<file path="src/rtl/core/bmm_pkg.sv">
package bmm_pkg;

  // Field widths of one input beat and one result beat.
  localparam int unsigned ACTION_W = 3;
  localparam int unsigned ADDR_W   = 16;
  localparam int unsigned DATA_W   = 8;
  localparam int unsigned TARGET_W = 2;
  localparam int unsigned MADDR_W  = 19;

  // Window and bank geometry.
  localparam int unsigned WINDOWS   = 8;
  localparam int unsigned WIN_W     = 3;
  localparam int unsigned OFFSET_W  = 13;
  localparam int unsigned BANK_W    = 6;
  localparam int unsigned KANJI_OFF_W  = 11;
  localparam int unsigned KANJI_PAGE_W = 7;

  // Special bank numbers.
  localparam logic [BANK_W-1:0] BANK_SPECIAL = 6'h39;
  localparam logic [BANK_W-1:0] BANK_IPL_LO  = 6'h34;
  localparam logic [BANK_W-1:0] BANK_IPL_HI  = 6'h37;

  // Bit positions in the kanji bank and reset-control bytes.
  localparam int unsigned KANJI_ROM_BIT  = 7;
  localparam int unsigned RST_IDENT_BIT  = 1;
  localparam int unsigned RST_IPL_BIT    = 3;

  typedef enum logic [ACTION_W-1:0] {
    ACT_MEM_READ    = 3'd0,
    ACT_MEM_WRITE   = 3'd1,
    ACT_INDEX_WRITE = 3'd2,
    ACT_INDEX_READ  = 3'd3,
    ACT_BANK_READ   = 3'd4,
    ACT_BANK_WRITE  = 3'd5,
    ACT_KANJI_WRITE = 3'd6,
    ACT_RESET_CTRL  = 3'd7
  } action_t;

  typedef enum logic [TARGET_W-1:0] {
    TGT_NONE  = 2'd0,
    TGT_MAIN  = 2'd1,
    TGT_KANJI = 2'd2,
    TGT_PCG   = 2'd3
  } target_t;

  typedef struct packed {
    action_t             action;
    logic [ADDR_W-1:0]   cpu_address;
    logic [DATA_W-1:0]   write_data;
  } item_t;

  typedef struct packed {
    target_t             target;
    logic [MADDR_W-1:0]  mem_address;
    logic                mem_write_enable;
    logic [DATA_W-1:0]   mem_write_data;
    logic [DATA_W-1:0]   reg_data;
    logic                cpu_reset_pulse;
  } result_t;

  // Mapper state seen by the translation logic.
  typedef struct packed {
    logic [BANK_W-1:0]   bank;
    logic [WIN_W-1:0]    bank_index;
    logic [DATA_W-1:0]   kanji_sel;
    logic [DATA_W-1:0]   prev_lines;
  } map_view_t;

  // Bank set loaded at power-up and on the IPL reset edge.
  function automatic logic [BANK_W-1:0] ipl_bank(input logic [WIN_W-1:0] win);
    logic [BANK_W-1:0] b;
    if (win[WIN_W-1]) begin
      b = {{(BANK_W-WIN_W){1'b0}}, win};
    end else begin
      b = BANK_IPL_LO + {{(BANK_W-WIN_W){1'b0}}, win};
    end
    return b;
  endfunction

endpackage

</file>
<file path="src/rtl/core/bmm_if.sv">
interface bmm_in_if;
  logic                         valid;
  logic                         ready;
  logic [bmm_pkg::ACTION_W-1:0] action;
  logic [bmm_pkg::ADDR_W-1:0]   cpu_address;
  logic [bmm_pkg::DATA_W-1:0]   write_data;

  modport source (output valid, output action, output cpu_address, output write_data,
                  input ready);
  modport sink   (input valid, input action, input cpu_address, input write_data,
                  output ready);
endinterface

interface bmm_out_if;
  logic                         valid;
  logic                         ready;
  logic [bmm_pkg::TARGET_W-1:0] target;
  logic [bmm_pkg::MADDR_W-1:0]  mem_address;
  logic                         mem_write_enable;
  logic [bmm_pkg::DATA_W-1:0]   mem_write_data;
  logic [bmm_pkg::DATA_W-1:0]   reg_data;
  logic                         cpu_reset_pulse;

  modport source (output valid, output target, output mem_address,
                  output mem_write_enable, output mem_write_data, output reg_data,
                  output cpu_reset_pulse, input ready);
  modport sink   (input valid, input target, input mem_address,
                  input mem_write_enable, input mem_write_data, input reg_data,
                  input cpu_reset_pulse, output ready);
endinterface

</file>
<file path="src/rtl/core/bmm_translate.sv">
module bmm_translate (
  input  bmm_pkg::item_t     item,
  input  bmm_pkg::map_view_t view,
  output bmm_pkg::result_t   result
);
  import bmm_pkg::*;

  logic [OFFSET_W-1:0] offset;
  logic                is_write;
  logic                ipl_bank_hit;

  assign offset       = item.cpu_address[OFFSET_W-1:0];
  assign is_write     = (item.action == ACT_MEM_WRITE);
  assign ipl_bank_hit = (view.bank >= BANK_IPL_LO) && (view.bank <= BANK_IPL_HI);

  // Address translation, register reads and the CPU reset pulse for one beat.
  always_comb begin
    result = '0;
    unique case (item.action)
      ACT_MEM_READ, ACT_MEM_WRITE: begin
        if (view.bank == BANK_SPECIAL) begin
          if (view.kanji_sel[KANJI_ROM_BIT]) begin
            // Kanji ROM is read-only; a write there is dropped.
            if (!is_write) begin
              result.target      = TGT_KANJI;
              result.mem_address = {{(MADDR_W-KANJI_PAGE_W-KANJI_OFF_W){1'b0}},
                                    view.kanji_sel[KANJI_PAGE_W-1:0],
                                    offset[KANJI_OFF_W-1:0]};
            end
          end else begin
            result.target           = TGT_PCG;
            result.mem_address      = {{(MADDR_W-OFFSET_W){1'b0}}, offset};
            result.mem_write_enable = is_write;
          end
        end else if (!(is_write && ipl_bank_hit)) begin
          result.target           = TGT_MAIN;
          result.mem_address      = {view.bank, offset};
          result.mem_write_enable = is_write;
        end
        if (result.mem_write_enable) begin
          result.mem_write_data = item.write_data;
        end
      end
      ACT_INDEX_READ: begin
        result.reg_data = {{(DATA_W-WIN_W){1'b0}}, view.bank_index};
      end
      ACT_BANK_READ: begin
        result.reg_data = {{(DATA_W-BANK_W){1'b0}}, view.bank};
      end
      ACT_RESET_CTRL: begin
        result.cpu_reset_pulse = !view.prev_lines[RST_IDENT_BIT] &&
                                 item.write_data[RST_IDENT_BIT];
      end
      ACT_INDEX_WRITE, ACT_BANK_WRITE, ACT_KANJI_WRITE: begin
        result = '0;
      end
      default: begin
        result = '0;
      end
    endcase
  end

endmodule

</file>
<file path="src/rtl/core/banked_memory_mapper_core.sv">
// Banked memory mapper. Each input beat is one CPU-side action: a memory read or
// write to translate, or an access to the bank index, bank, kanji bank or reset
// control registers. Every beat yields exactly one result beat, in order. The
// block takes one beat per clock cycle unless the output stalls. A beat sits in
// the input register, where the translation and the read of the eight-entry
// window bank register file run into the result register, which presents its
// result beat. A stalled output holds the input register and then the input.
// State changes (bank writes, index moves, reset-edge bank reloads) take effect
// for the very next beat. Reset is synchronous on rst and restores the IPL bank
// set, index 0, kanji bank 0 and reset lines 0.
module banked_memory_mapper_core (
  input  logic     clk,
  input  logic     rst,
  bmm_in_if.sink   in_ch,
  bmm_out_if.source out_ch
);
  import bmm_pkg::*;

  // Input register.
  logic    s1_valid;
  item_t   s1_item;

  // Result register.
  logic    out_valid;
  result_t out_data;

  // Mapper state.
  logic [BANK_W-1:0] window_banks [WINDOWS];
  logic [WIN_W-1:0]  bank_index;
  logic [DATA_W-1:0] kanji_sel;
  logic [DATA_W-1:0] rst_ctrl_prev;

  logic              out_free;
  logic              s1_fire;
  logic [WIN_W-1:0]  rd_index;
  map_view_t         view;
  result_t           result;
  logic              ident_edge;
  logic              ipl_edge;

  // Handshake: the input stage moves on whenever the result register frees up.
  assign out_free    = !out_valid || out_ch.ready;
  assign s1_fire     = s1_valid && out_free;
  assign in_ch.ready = !s1_valid || out_free;

  // One read of the bank file: the addressed window or the index register.
  assign rd_index = ((s1_item.action == ACT_MEM_READ) || (s1_item.action == ACT_MEM_WRITE))
                    ? s1_item.cpu_address[ADDR_W-1 -: WIN_W] : bank_index;

  assign view.bank       = window_banks[rd_index];
  assign view.bank_index = bank_index;
  assign view.kanji_sel  = kanji_sel;
  assign view.prev_lines = rst_ctrl_prev;

  bmm_translate u_translate (
    .item   (s1_item),
    .view   (view),
    .result (result)
  );

  assign ident_edge = !rst_ctrl_prev[RST_IDENT_BIT] && s1_item.write_data[RST_IDENT_BIT];
  assign ipl_edge   = !rst_ctrl_prev[RST_IPL_BIT] && s1_item.write_data[RST_IPL_BIT];

  // Input register control.
  always_ff @(posedge clk) begin
    if (rst) begin
      s1_valid <= 1'b0;
    end else if (in_ch.ready) begin
      s1_valid <= in_ch.valid;
    end
  end

  // Input register payload.
  always_ff @(posedge clk) begin
    if (in_ch.ready && in_ch.valid) begin
      s1_item.action      <= action_t'(in_ch.action);
      s1_item.cpu_address <= in_ch.cpu_address;
      s1_item.write_data  <= in_ch.write_data;
    end
  end

  // Result register.
  always_ff @(posedge clk) begin
    if (rst) begin
      out_valid <= 1'b0;
    end else if (out_free) begin
      out_valid <= s1_valid;
    end
  end

  always_ff @(posedge clk) begin
    if (s1_fire) begin
      out_data <= result;
    end
  end

  // State updates, applied when the beat leaves the input register.
  always_ff @(posedge clk) begin
    if (rst) begin
      for (int i = 0; i < WINDOWS; i++) begin
        window_banks[i] <= ipl_bank(WIN_W'(i));
      end
      bank_index    <= '0;
      kanji_sel     <= '0;
      rst_ctrl_prev <= '0;
    end else if (s1_fire) begin
      unique case (s1_item.action)
        ACT_INDEX_WRITE: begin
          bank_index <= s1_item.write_data[WIN_W-1:0];
        end
        ACT_BANK_READ: begin
          bank_index <= bank_index + WIN_W'(1);
        end
        ACT_BANK_WRITE: begin
          window_banks[bank_index] <= s1_item.write_data[BANK_W-1:0];
          bank_index               <= bank_index + WIN_W'(1);
        end
        ACT_KANJI_WRITE: begin
          kanji_sel <= s1_item.write_data;
        end
        ACT_RESET_CTRL: begin
          // The IPL set wins when both edges arrive in one beat.
          priority if (ipl_edge) begin
            for (int i = 0; i < WINDOWS; i++) begin
              window_banks[i] <= ipl_bank(WIN_W'(i));
            end
          end else if (ident_edge) begin
            for (int i = 0; i < WINDOWS; i++) begin
              window_banks[i] <= BANK_W'(i);
            end
          end else begin
            bank_index <= bank_index;
          end
          rst_ctrl_prev <= s1_item.write_data;
        end
        ACT_MEM_READ, ACT_MEM_WRITE, ACT_INDEX_READ: begin
          bank_index <= bank_index;
        end
        default: begin
          bank_index <= bank_index;
        end
      endcase
    end
  end

  // Output beat.
  assign out_ch.valid            = out_valid;
  assign out_ch.target           = out_data.target;
  assign out_ch.mem_address      = out_data.mem_address;
  assign out_ch.mem_write_enable = out_data.mem_write_enable;
  assign out_ch.mem_write_data   = out_data.mem_write_data;
  assign out_ch.reg_data         = out_data.reg_data;
  assign out_ch.cpu_reset_pulse  = out_data.cpu_reset_pulse;

endmodule
</file>
<file path="src/flat_wrapper.sv">
// flat-port wrapper written by rule: the top's interface ports become plain ports
module banked_memory_mapper_core_flat import bmm_pkg::*;
  (clk, rst, in_ch_valid, in_ch_action, in_ch_cpu_address, in_ch_write_data, in_ch_ready, out_ch_valid, out_ch_target, out_ch_mem_address, out_ch_mem_write_enable, out_ch_mem_write_data, out_ch_reg_data, out_ch_cpu_reset_pulse, out_ch_ready);
  bmm_in_if in_ch_i ();
  bmm_out_if out_ch_i ();
  input  logic clk;
  input  logic rst;
  input wire logic [$bits(in_ch_i.valid)-1:0] in_ch_valid;
  input wire logic [$bits(in_ch_i.action)-1:0] in_ch_action;
  input wire logic [$bits(in_ch_i.cpu_address)-1:0] in_ch_cpu_address;
  input wire logic [$bits(in_ch_i.write_data)-1:0] in_ch_write_data;
  output wire logic [$bits(in_ch_i.ready)-1:0] in_ch_ready;
  output wire logic [$bits(out_ch_i.valid)-1:0] out_ch_valid;
  output wire logic [$bits(out_ch_i.target)-1:0] out_ch_target;
  output wire logic [$bits(out_ch_i.mem_address)-1:0] out_ch_mem_address;
  output wire logic [$bits(out_ch_i.mem_write_enable)-1:0] out_ch_mem_write_enable;
  output wire logic [$bits(out_ch_i.mem_write_data)-1:0] out_ch_mem_write_data;
  output wire logic [$bits(out_ch_i.reg_data)-1:0] out_ch_reg_data;
  output wire logic [$bits(out_ch_i.cpu_reset_pulse)-1:0] out_ch_cpu_reset_pulse;
  input wire logic [$bits(out_ch_i.ready)-1:0] out_ch_ready;
  assign in_ch_i.valid = in_ch_valid;
  assign in_ch_i.action = in_ch_action;
  assign in_ch_i.cpu_address = in_ch_cpu_address;
  assign in_ch_i.write_data = in_ch_write_data;
  assign in_ch_ready = in_ch_i.ready;
  assign out_ch_valid = out_ch_i.valid;
  assign out_ch_target = out_ch_i.target;
  assign out_ch_mem_address = out_ch_i.mem_address;
  assign out_ch_mem_write_enable = out_ch_i.mem_write_enable;
  assign out_ch_mem_write_data = out_ch_i.mem_write_data;
  assign out_ch_reg_data = out_ch_i.reg_data;
  assign out_ch_cpu_reset_pulse = out_ch_i.cpu_reset_pulse;
  assign out_ch_i.ready = out_ch_ready;
  banked_memory_mapper_core u_core (.clk(clk), .rst(rst), .in_ch(in_ch_i), .out_ch(out_ch_i));
endmodule
</file>
<file path="config.mk">
export PLATFORM = sky130hd
export DESIGN_NAME = banked_memory_mapper_core_flat
export DESIGN_NICKNAME = d
export VERILOG_FILES = /design/src/rtl/core/bmm_pkg.sv /design/src/rtl/core/bmm_if.sv /design/src/rtl/core/bmm_translate.sv /design/src/rtl/core/banked_memory_mapper_core.sv /design/src/flat_wrapper.sv
export SDC_FILE = /design/constraint.sdc
export NUM_CORES = 1
export LEC_CHECK = 0
export BUFFER_PORTS_ARGS = -buffer_cell sky130_fd_sc_hd__buf_2
export CORE_MARGIN = 2
export CORE_UTILIZATION = 48
export DETAILED_ROUTE_END_ITERATION = 16
export PLACE_DENSITY = 0.68
export SLEW_MARGIN = 20
export SYNTH_ARGS = -nofsm -noshare
export SYNTH_HDL_FRONTEND = slang
export SYNTH_SLANG_ARGS = --single-unit
</file>
<file path="constraint.sdc">
create_clock -name clk -period 3.6 [get_ports clk]
set_clock_uncertainty 0.2 [all_clocks]
set_input_delay 0 -clock clk [delete_from_list [all_inputs] [get_ports clk]]
set_output_delay 0 -clock clk [all_outputs]
set_load 0.01 [all_outputs]
</file>
After elaboration in Yosys (flattened, before gate mapping):

Memory sizes are Yosys's and may differ from the RTL's.
Cells that the tools add are included.

* logic and storage cells: 149
* output and inout bits: 41
* flip-flop bits (word level): 83
* RAM bits: 48
* input bits: 31
* memories: 1

Memories
* u_core.window_banks: words 8, width 6, read ports 1, clocked after memory_dff 0, write ports 8, line banked_memory_mapper_core.sv:28 `logic [BANK_W-1:0] window_banks [WINDOWS];`

* bitwise logic cells: 16
* reduce and logical (&&, ||, !) cells: 22
* order comparisons: 2
* add/sub/neg operators: 1
* equal/unequal tests: 8
* muxes and demuxes: 85

Operators by type and width (number)
* 6-bit 2-to-1 mux: 57
* 21-bit 2-to-1 mux: 3
* 22-bit 2-to-1 mux: 2
* 1-bit 2-to-1 mux: 19
* 1-bit OR: 16
* 3-bit == test (second input constant): 4
* 6-bit case mux with 2 select lines: 1
* 2-bit AND reduction: 4
* 3-bit by 2-bit == test with 1-bit output (second input constant): 2
* 6-bit == test (second input constant): 1
* 6-bit >= comparator (second input constant): 1
* 6-bit less-or-equal comparator (second input constant): 1
* 1-bit logical AND: 6
* 3-bit 2-to-1 mux: 2
* 3-bit case mux with 2 select lines: 1
* 6-bit OR reduction: 1
* 1-bit zero test: 4
* 2-bit OR reduction: 2
* 3-bit by 1-bit adder with 3-bit output (second input constant): 1
* 3-bit by 1-bit == test with 1-bit output (second input constant): 1
* 3-bit zero test: 1
* 1-bit logical OR: 3
* 2-bit nonzero test: 1

Logic depth before layout (Yosys ltp):

Gate-level depths: netlist of run 1.
An unclocked memory read counts as a cell.

* depth after elaboration: 11
* gate-level depth with buffers: 13
* gate-level depth less buffers: 8

Cells and area by module:

Synthesis of run 1 repeated with hierarchy kept, for this count alone.

* cell total of the unflattened synthesis: 447
* area, all modules: 5781.8 um^2

Modules (own cells, without submodules)
* banked_memory_mapper_core: times used 1, cells an instance 374, seq. area each 3843.7 um^2, area an instance 5256.3 um^2
* bmm_translate: times used 1, cells an instance 73, seq. area each 0.0 um^2, area an instance 525.5 um^2

Worst setup path before layout of run 1:

OpenSTA, ideal clock, no wires.

* path kind: register to register
* from: register u_core.out_valid (netlist: u_core.out_ch.valid)
* to: memory u_core.window_banks[1][2], data pin
* stages on the path, launching flop included: 8
* arrival time: 2784 ps
* clock period less this slack: 3239 ps
* data required time: 3145 ps
* slack: 361 ps
* cell sequence: dfxtp_1 nor2b_1 nand2b_1 inv_1 nand4_1 or4b_2 clkbuf_1 o21a_1

RTL lines
* start: declaration: line banked_memory_mapper_core.sv:24 `logic out_valid;`
* start signal: assignment: line banked_memory_mapper_core.sv:87 `out_valid <= s1_valid;`
* end: declaration: line banked_memory_mapper_core.sv:28

Worst setup path after layout of run 1:

* from: register u_core.s1_item[25] (netlist bit)
* to: register u_core.out_data, in the netlist u_core.out_ch.mem_address[2], data pin

* cells in the longest elaborated chain, start to end: 10
* elaborated cells between the ends (all ways): 16

RTL lines
* start: declaration: line banked_memory_mapper_core.sv:21 `item_t s1_item;`
* 3-bit by 1-bit == test with 1-bit output / 3-bit zero test (equally long branches): line bmm_translate.sv:13, bmm_translate.sv:19, banked_memory_mapper_core.sv:47
* 1-bit logical OR: line banked_memory_mapper_core.sv:47 `assign rd_index = ((s1_item.action == ACT_MEM_READ) || (s1_item.action == ACT_MEM_WRITE))`
* 3-bit 2-to-1 mux: line banked_memory_mapper_core.sv:48 `? s1_item.cpu_address[ADDR_W-1 -: WIN_W] : bank_index;`
* memory 8 x 6 bit
* 6-bit >= comparator / 6-bit less-or-equal comparator (equally long branches): line bmm_translate.sv:14 `assign ipl_bank_hit = (view.bank >= BANK_IPL_LO) && (view.bank <= BANK_IPL_HI);`
* 1-bit logical AND: line bmm_translate.sv:14
* 1-bit logical AND: line bmm_translate.sv:35 `end else if (!(is_write && ipl_bank_hit)) begin`
* 21-bit 2-to-1 mux: line bmm_translate.sv:35
* 22-bit 2-to-1 mux: line bmm_translate.sv:21 `if (view.bank == BANK_SPECIAL) begin`
* 22-bit 2-to-1 mux: line bmm_translate.sv:19 `unique case (item.action)`
* end signal: assignment: line banked_memory_mapper_core.sv:93 `out_data <= result;`
* end: declaration: line banked_memory_mapper_core.sv:25 `result_t out_data;`

Parallel ways exist; a longest one is shown, timed or not. The select of a mux whose other input is x is not followed.
A chain may end at the register's enable or synchronous reset.

==> reports/metrics.yaml, run 1 <==
ir_drop_mv: 0.264
yosys-top-cells-area: "edfxtp_1 (61%), dfxtp_1 (5.5%), nor2_1 (2.7%)"
status: "finished, final reports clean"
die_area_um2: 12300
hold_end: "u_core.s1_item[2]$_DFFE_PP_"
power.total_w: 0.00355
cts_tree: "yes"
hp-class: "input port to flop"
nNetsFinal: 584
grt_max_degree: 39
grtUsageTotal_pct: 20.9
synth.most_common_cell: "edfxtp_1"
p_clk_share_pct: 44.0
die_x_um: 111
num_io_pins: 72
combPwrFrac_pct: 8.1
worst_slew_margin_rel_pct: 54.4
cts.root.buffer_cell: "clkbuf_16"
grt_pass1_vias: 3921
antenna_cells: 0
drive_gt1_share_pct: 24.8
grt_pass1_wl_mm: 19.8
period_minus_slack_ns: 3.43
clk_pin_slew_ns: 0.06
switching_share_pct: 23.5
first_pass_iters: 5
rows: 39
synth_area_per_cell_um2: 12.5
viasPerCell: 5.55
timing.fmax_ghz: 0.292
power_density_nw_per_um2: 511
grt.overflow.total: 0
synth_edf_count: 112
yosysTopAreaCell: "edfxtp_1"
leakagePower_nw: 2.59
worst_setup_path_start_kind: "flop"
rrSetupSlack_ns: 0.17
fin_area_um2: 6940
initial_core_util_pct: 48.6
synth_top_area_share_pct: 61.1
seq_area_um2: 3660
crit-reg2reg-launch: "u_core.s1_item[25]$_DFFE_PP_"
finalCritPeriodShare_pct: 95.2
synth_ff_type: "edfxtp_1"
wl_per_cell_um: 17.7
cts_buffers: 17
seq_area_frac_synth_pct: 66.5
final_hold_viol_count: 0
coreArea_um2: 11300
portBuffers: 69
ant_nets: 0
cts_setup_buffers: 0
cts.sinks: 127
final_cells: 708
worst-r2r-cell-count: 10
yosys_register_bits: 127
hold_depth: 2
placed_cell_area_um2: 6050
syn_inst: 439
reg2reg_to: "u_core.out_ch.mem_address[2]$_SDFFCE_PP0P_"
drv_cap: 0
setup_viol: 0
synth_warnings: 0
tns_ns: 0
worst_ep_required_time_ns: 3.57
pwr-share-seq_pct: 47.9
worst-setup-path-type: "flop to flop"
synth-async-reset-ratio_pct: 0
num_vias: 3931
internal_power_w: 0.00272
fill_cells: 861
yosysUniqueCellTypes: 61
min_from: "in_ch_write_data[2]"
gp_congestion: 0.879
wl_mm: 12.5
die_y_um: 111
worstPathArrival_ns: 3.39
synthesis.area_um2: 5510
clk_latency_ns: 0.41
tightest_slew_ns: 0.681
synth_commonest_cells: "edfxtp_1 (112), nor2_1 (40), nand2_1 (35), and3_1 (17), clkbuf_1 (17)"
hpwl_mm: 8.65
cts_buffer_depth: 2
dp.cells: 643
route.detailed.drc: 0
antenna_found_initial: 0
htreeDepth: 4
end_kind: "flop"
slew_viol_final: 0
fin_util_pct: 61.3
power.switching_w: 0.000833
area_growth_pct: 26.1
initialDrtViolationCount: 387
crit_path_max_fanout: 11
multiInputGateArea_um2: 1670
per-layer routing:
| layer | up-vias | track usage [%] | part of all wire [%] |
|---|---|---|---|
| met3 | 37 | 4.54 | 5.8 |
| met1 | 1879 | 27.4 | 43 |
| li1 | 1872 | - | - |
| met2 | 143 | 32.6 | 47 |
| met5 | - | 0 | 0 |
| met4 | 0 | 11.5 | 4.1 |
power by group through the flow:
stage	Clock [W]	Sequential [W]	Combinational, W
after floorplan	0	0.00172	0.000164
after global placement	0	0.00173	0.000248
after detailed placement	0	0.00173	0.000254
after CTS	0.00158	0.00170	0.000282
after global routing	0.00164	0.00170	0.000309
final	0.00156	0.00170	0.000286
layout by cell type (no fill, tap or decap), types with 8 or more instances in the layout:
| cell | instances |
|---|---|
| edfxtp_1 | 112 |
| buf_2 | 69 |
| nor2_1 | 40 |
| nand2_1 | 35 |
| dlygate4sd3_1 | 33 |
| buf_4 | 22 |
| and3_1 | 17 |
| clkbuf_16 | 17 |
| a211oi_1 | 15 |
| and2_1 | 15 |
| dfxtp_1 | 15 |
| o21a_1 | 13 |
| a21oi_1 | 13 |
| nor3_1 | 12 |
| inv_1 | 11 |
| nand3_1 | 11 |
| nand2b_1 | 8 |
layout make-up:
cell class | count | share of cell area [%]
Sequential cell | 127 | 52.8
Multi-Input combinational cell | 271 | 24.0
Timing Repair Buffer | 124 | 12.1
Clock buffer | 20 | 6.72
Tap cell | 143 | 2.58
Clock inverter | 12 | 1.21
Inverter | 11 | 0.595
registers in the layout (all words and copies together) (netlist names), 2 cells and up:
signal,cells
u_core.bank_index,3
u_core.kanji_sel,8
u_core.out_ch.mem_address,19
u_core.out_ch.mem_write_data,8
u_core.out_ch.reg_data,6
u_core.out_ch.target,2
u_core.rst_ctrl_prev,2
u_core.s1_item,27
u_core.window_banks,48
worst max-delay path, cell delays in order, from the launching register on:
cell and delay (ns):
edfxtp_1 0.46, buf_4 0.20, or2_1 0.34, a21oi_2 0.23, buf_4 0.19, o22ai_1 0.08
a32oi_1 0.16, nor4b_4 0.53, and3b_2 0.37, o21ai_2 0.16, and3_1 0.26
cells by family after synthesis:
| group | synth area share, % |
|---|---|
| mux | 1.48 |
| compound gates | 10.5 |
| other cells | 0.0681 |
| fa+ha+maj | 0.227 |
| simple gates | 17.8 |
| buf+inv | 3.39 |
| flops | 66.5 |
per-stage QoR:
step | hold WS, ns | setup slack (ns)
after CTS | 0.0789 | 0.101
after detailed placement | -0.0219 | 0.111
after global routing | 0.0881 | -0.0280
after floorplan | -0.101 | 0.361
after global placement | -0.0235 | 0.174
final | 0.101 | 0.173
worst max path at each step:
stage,startpoint,end,slack (ns)
2_1_floorplan,u_core.out_ch.valid$_SDFFE_PP0P_,u_core.window_banks[1][2]$_DFFE_PP_,0.36
3_3_place_gp,u_core.s1_item[26]$_DFFE_PP_,u_core.out_ch.mem_write_data[7]$_SDFFCE_PN0P_,0.17
3_5_place_dp,u_core.s1_item[25]$_DFFE_PP_,u_core.out_ch.mem_address[2]$_SDFFCE_PP0P_,0.11
4_1_cts,u_core.s1_item[25]$_DFFE_PP_,u_core.out_ch.mem_address[2]$_SDFFCE_PP0P_,0.10
5_1_grt,u_core.s1_item[26]$_DFFE_PP_,u_core.out_ch.mem_address[7]$_SDFFCE_PP0P_,-0.03
6_report,u_core.s1_item[25]$_DFFE_PP_,u_core.out_ch.mem_address[2]$_SDFFCE_PP0P_,0.17
what timing repair did:
action                                  in CTS  in global routing
endpoints found under the setup margin       0                 25
resized for setup                            0                  3
hold endpoints to repair                    42                  0
hold buffers                                33                  0
(Power assumes the default switching activity.)
==> run 2, diff against run 1 <==
--- a/config.mk
+++ b/config.mk
@@ -6,10 +6,10 @@
 export NUM_CORES = 1
 export LEC_CHECK = 0
 export BUFFER_PORTS_ARGS = -buffer_cell sky130_fd_sc_hd__buf_2
-export CORE_MARGIN = 2
+export CORE_MARGIN = 4
 export CORE_UTILIZATION = 48
 export DETAILED_ROUTE_END_ITERATION = 16
-export PLACE_DENSITY = 0.68
+export PLACE_DENSITY = 0.8
 export SLEW_MARGIN = 20
 export SYNTH_ARGS = -nofsm -noshare
 export SYNTH_HDL_FRONTEND = slang
==> run 2 against run 1 <==
  * Final area is 2.2% higher
  * Total power is 11% higher
  * Highest routed layer unchanged
  * Combinational power is 7% higher
  * Critical path depth stayed put
  * Critical endpoint is now u_core.out_ch.mem_address[14]$_SDFFCE_PP0P_
  * Global-route usage is 1.5 points higher
  * Cell count is 0.14% higher
  * Clock-buffer cell count stayed put
  * Fmax is 1.8% lower
  * Critical path type unchanged
  * Register-to-register slack worse by 0.06 ns
  * Flip-flop and latch count stayed put
==> reports/metrics.yaml, run 2 (synthesis results as in run 1) <==
grt_pass1_vias: 4016
gp_congestion: 0.913
cts.sinks: 127
largest_reg_flops: 48
tns_ns: 0
die_y_um: 115
end_kind: "flop"
switching_share_pct: 22.2
crit_path_max_fanout: 10
power.total_w: 0.00393
antenna_found_initial: 0
wl_per_cell_um: 20.7
largest_register: "u_core.window_banks"
wl_mm: 14.7
timing.fmax_ghz: 0.287
worstSetupEndpoint: "u_core.out_ch.mem_address[14]$_SDFFCE_PP0P_"
critPathLaunch: "u_core.s1_item[25]$_DFFE_PP_"
die_x_um: 115
worst_setup_path_start_kind: "flop"
first_pass_iters: 6
num_vias: 4237
final_hold_viol_count: 0
htreeDepth: 4
rrSetupSlack_ns: 0.11
die_area_um2: 13200
final_common_cell: "edfxtp_1"
cts_tree: "yes"
setup_viol: 0
pwr-share-seq_pct: 43.4
hpwl_mm: 9.12
cts_buffer_depth: 2
worst-r2r-cell-count: 10
initialDrtViolationCount: 476
rows: 38
grt.overflow.total: 0
cts_buffers: 17
hp-class: "input port to flop"
combPwrFrac_pct: 7.8
initial_core_util_pct: 49.9
grt_max_degree: 39
worst_ep_required_time_ns: 3.56
portBuffers: 69
slew_viol_final: 0
area_growth_pct: 28.9
power.switching_w: 0.000871
finalCritPeriodShare_pct: 96.9
viasPerCell: 5.98
ant_nets: 0
num_io_pins: 72
clk_pin_slew_ns: 0.06
worst_slew_margin_rel_pct: 45.4
status: "finished, final reports clean"
grtUsageTotal_pct: 22.3
antenna_cells: 0
worstPathArrival_ns: 3.45
crit-reg2reg-launch: "u_core.s1_item[25]$_DFFE_PP_"
internal_power_w: 0.00306
reg2reg_to: "u_core.out_ch.mem_address[14]$_SDFFCE_PP0P_"
drive_gt1_share_pct: 25.5
drv_cap: 0
power_density_nw_per_um2: 554
cts.root.buffer_cell: "clkbuf_16"
nNetsFinal: 588
grt_pass1_wl_mm: 21.7
period_minus_slack_ns: 3.49
leakagePower_nw: 2.66
coreArea_um2: 11000
p_clk_share_pct: 48.9
layout_common_cells: "edfxtp_1 (112), buf_2 (69), nor2_1 (40)"
route.detailed.drc: 0
worst-setup-path-type: "flop to flop"
ir_drop_mv: 0.320
clk_latency_ns: 0.42
dp.cells: 638
tightest_slew_ns: 0.810
final_cells: 709
whs_ns: 0.0882
==> run 2: critical path, stage by stage (launching register included) <==
cell	delay [ns]
edfxtp_1	0.46
buf_4	0.22
or2_1	0.35
a21oi_2	0.26
a211oi_1	0.08
or4_1	0.59
or2_4	0.31
and3b_1	0.31
buf_4	0.17
a21oi_1	0.09
o2bb2ai_1	0.19
==> run 2: final cells by class <==
type	instances	area, um2
repair buffers	128	871
clock inverters	12	208
multi-input cells	271	1680
inverters	11	41.3
well taps	140	175
clock buffers	20	457
flip-flops and latches	127	3660
fillers	772	3940
==> run 2: metal layers <==
layer	GRT usage, %	vias up	wire [um]
met4	11.7	0	559
met5	0	-	0
met3	4.68	42	1660
li1	-	1880	-
met1	27.2	2004	5190
met2	37.5	311	7260
==> run 2: timing repair <==
item | CTS | global route
gates cloned | 0 | 0
resized for setup | 1 | 4
hold buffers | 33 | 0
buffers inserted | 0 | 6
endpoints found under the hold margin | 42 | 0
pin swaps | 0 | 1
endpoints found under the setup margin | 19 | 30
==> run 2: worst min path at each step <==
stage | start | end | slack (ns) | cells past startpoint
global placement | in_ch_write_data[2] | u_core.s1_item[2]$_DFFE_PP_ | -0.02 | 1
floorplan | in_ch_write_data[0] | u_core.s1_item[0]$_DFFE_PP_ | -0.10 | 0
global route | in_ch_action[1] | u_core.s1_item[25]$_DFFE_PP_ | 0.09 | 2
finish | in_ch_cpu_address[14] | u_core.s1_item[22]$_DFFE_PP_ | 0.09 | 2
detailed placement | in_ch_cpu_address[0] | u_core.s1_item[8]$_DFFE_PP_ | -0.02 | 1
CTS | in_ch_write_data[2] | u_core.s1_item[2]$_DFFE_PP_ | 0.08 | 2
==> run 2: metrics by stage <==
| stage | utilization [%] | instance area [um2] | setup slack (ns) |
|---|---|---|---|
| floorplan | - | 5510 | 0.361 |
| global placement | 54.7 | 6030 | 0.209 |
| detailed placement | 54.7 | 6030 | 0.00388 |
| CTS | 63.8 | 7030 | 0.0253 |
| global route | 64.3 | 7100 | -0.0108 |
| finish | 64.3 | 7100 | 0.112 |
==> run 2: power groups by stage <==
stage	clock network (W)	registers, W	logic (W)
finish	0.00192	0.00171	0.000305
global route	0.00199	0.00171	0.000325
CTS	0.00192	0.00170	0.000288
detailed placement	0	0.00173	0.000256
global placement	0	0.00173	0.000247
floorplan	0	0.00172	0.000164
==> run 3, diff against run 2 <==
--- a/config.mk
+++ b/config.mk
@@ -10,6 +10,7 @@
 export CORE_UTILIZATION = 48
 export DETAILED_ROUTE_END_ITERATION = 16
 export PLACE_DENSITY = 0.8
+export SETUP_SLACK_MARGIN = 0.3
 export SLEW_MARGIN = 20
 export SYNTH_ARGS = -nofsm -noshare
 export SYNTH_HDL_FRONTEND = slang
==> run 3 against run 2 <==
  * Die area unchanged
  * Critical path type unchanged
  * Worst setup slack better by 0.16 ns
  * Cell count rose by 2.4%
  * Via count grew 6.5%
  * Critical path depth is the same
  * Register-to-register slack better by 0.16 ns
  * Largest cell class unchanged
  * Worst hold slack hardly changed
  * Highest routed layer unchanged
  * Flip-flop and latch count unchanged
  * Utilization up 2.7 points
==> reports/metrics.yaml, run 3 (synthesis results as in run 1) <==
status: "finished, final reports clean"
initial_core_util_pct: 49.9
leakagePower_nw: 2.79
portBuffers: 69
die_y_um: 115
viasPerCell: 6.21
largest_reg_flops: 48
ant_nets: 0
end_kind: "flop"
power_density_nw_per_um2: 541
timing.fmax_ghz: 0.300
num_io_pins: 72
cts.root.buffer_cell: "clkbuf_16"
clk_pin_slew_ns: 0.06
coreArea_um2: 11000
crit_chain: "or3b_4 -> nand2_4 -> buf_4 -> nand2_1 -> a311oi_1 -> nand2_2 -> and3b_2 -> buf_4 -> a211o_1 -> o22ai_2"
crit_top_cell: "buf_4"
rows: 38
cp_slowest_cell: "or3b_4"
period_minus_slack_ns: 3.33
hp-class: "input port to flop"
power.total_w: 0.00400
initialDrtViolationCount: 553
route.detailed.drc: 0
final_hold_viol_count: 0
setup_viol: 0
rsz0062_at_grt: "yes"
area_growth_pct: 34.3
cpPeakStageDelay_ns: 0.49
cts_buffers: 17
drive_gt1_share_pct: 30.7
grt_pass1_wl_mm: 22.3
cts.sinks: 127
seq_area_um2: 3660
grt.overflow.total: 0
grtUsageTotal_pct: 22.9
grt_max_degree: 39
antenna_found_initial: 0
largest_register: "u_core.window_banks"
crit_path_max_fanout: 11
clk_latency_ns: 0.42
wl_mm: 16.1
nNetsFinal: 605
multiInputGateArea_um2: 1830
worst_setup_path_start_kind: "flop"
slew_viol_final: 0
die_x_um: 115
hpwl_mm: 9.12
drv_cap: 0
antenna_cells: 0
cts_buffer_depth: 2
htreeDepth: 4
layout_common_cells: "edfxtp_1 (112), buf_2 (69), nor2_1 (40)"
tightest_slew_ns: 0.807
finalCritPeriodShare_pct: 92.5
die_area_um2: 13200
gp_congestion: 0.913
worst_ep_required_time_ns: 3.66
worst_slew_margin_rel_pct: 45.6
fill_cells: 700
wl_per_cell_um: 22.2
grt_pass1_vias: 4141
final_common_cell: "edfxtp_1"
num_vias: 4511
cts_tree: "yes"
worst-setup-path-type: "flop to flop"
worstPathArrival_ns: 3.39
tns_ns: 0
ir_drop_mv: 0.262
first_pass_iters: 7
==> run 3: metrics by stage <==
step                      std cells  hold WS, ns  setup slack (ns)  utilization (%)  instance area [um2]
after floorplan                 440       -0.101             0.361                -                 5510
after global placement          638      -0.0233             0.209             54.7                 6030
after detailed placement        638      -0.0219           0.00388             54.7                 6030
after CTS                       715       0.0775             0.308             65.0                 7170
after global routing            726       0.0915             0.226             67.0                 7390
final                           726       0.0884             0.271             67.0                 7390
==> run 3: worst paths after layout <==
check	startpoint	end	slack (ns)	cells past startpoint
worst max register to register	u_core.s1_item[26]$_DFFE_PP_	u_core.out_ch.mem_address[13]$_SDFFCE_PP0P_	0.27	10
worst min register to register	u_core.rst_ctrl_prev[1]$_SDFFE_PP0P_	u_core.rst_ctrl_prev[1]$_SDFFE_PP0P_	0.28	2
worst min-delay path	in_ch_cpu_address[14]	u_core.s1_item[22]$_DFFE_PP_	0.09	2
worst max-delay path	u_core.s1_item[26]$_DFFE_PP_	u_core.out_ch.mem_address[13]$_SDFFCE_PP0P_	0.27	10
==> run 3: metal layers <==
layer | vias up | global-route usage (%) | share of wire (%)
met5 | - | 0 | 0
met4 | 0 | 11.7 | 4.9
met3 | 87 | 5.00 | 12
met2 | 417 | 38.1 | 49
met1 | 2086 | 28.2 | 34
li1 | 1921 | - | -
==> run 3: final cells by class <==
type,count,share of cell area (%)
clock inverters,12,2.81
well taps,140,2.37
inverters,11,0.558
clock buffers,20,6.18
repair buffers,143,13.8
multi-input cells,273,24.8
flip-flops and latches,127,49.6
==> run 3: worst max-delay path: cells and delay by family, from the launching register on <==
kind,cells,cell delay (ns)
and+or+nand+nor,5,1.24
AOI/OAI and AO/OA,3,0.94
DFF,1,0.46
buffers and inverters,2,0.32
==> run 3: what timing repair did <==
item                                    4_1_cts  5_1_grt
buffers inserted                             12        8
resized for setup                            10       30
gates cloned                                  0        3
hold endpoints to repair                     42        0
hold buffers                                 33        0
pin swaps                                     5       17
endpoints found under the setup margin       30       30
==> run 3: report_power, final <==
part           internal [W]  switching, W
combinational      0.000156      0.000209
sequential          0.00167     0.0000424
clock               0.00127      0.000653
total               0.00309      0.000904
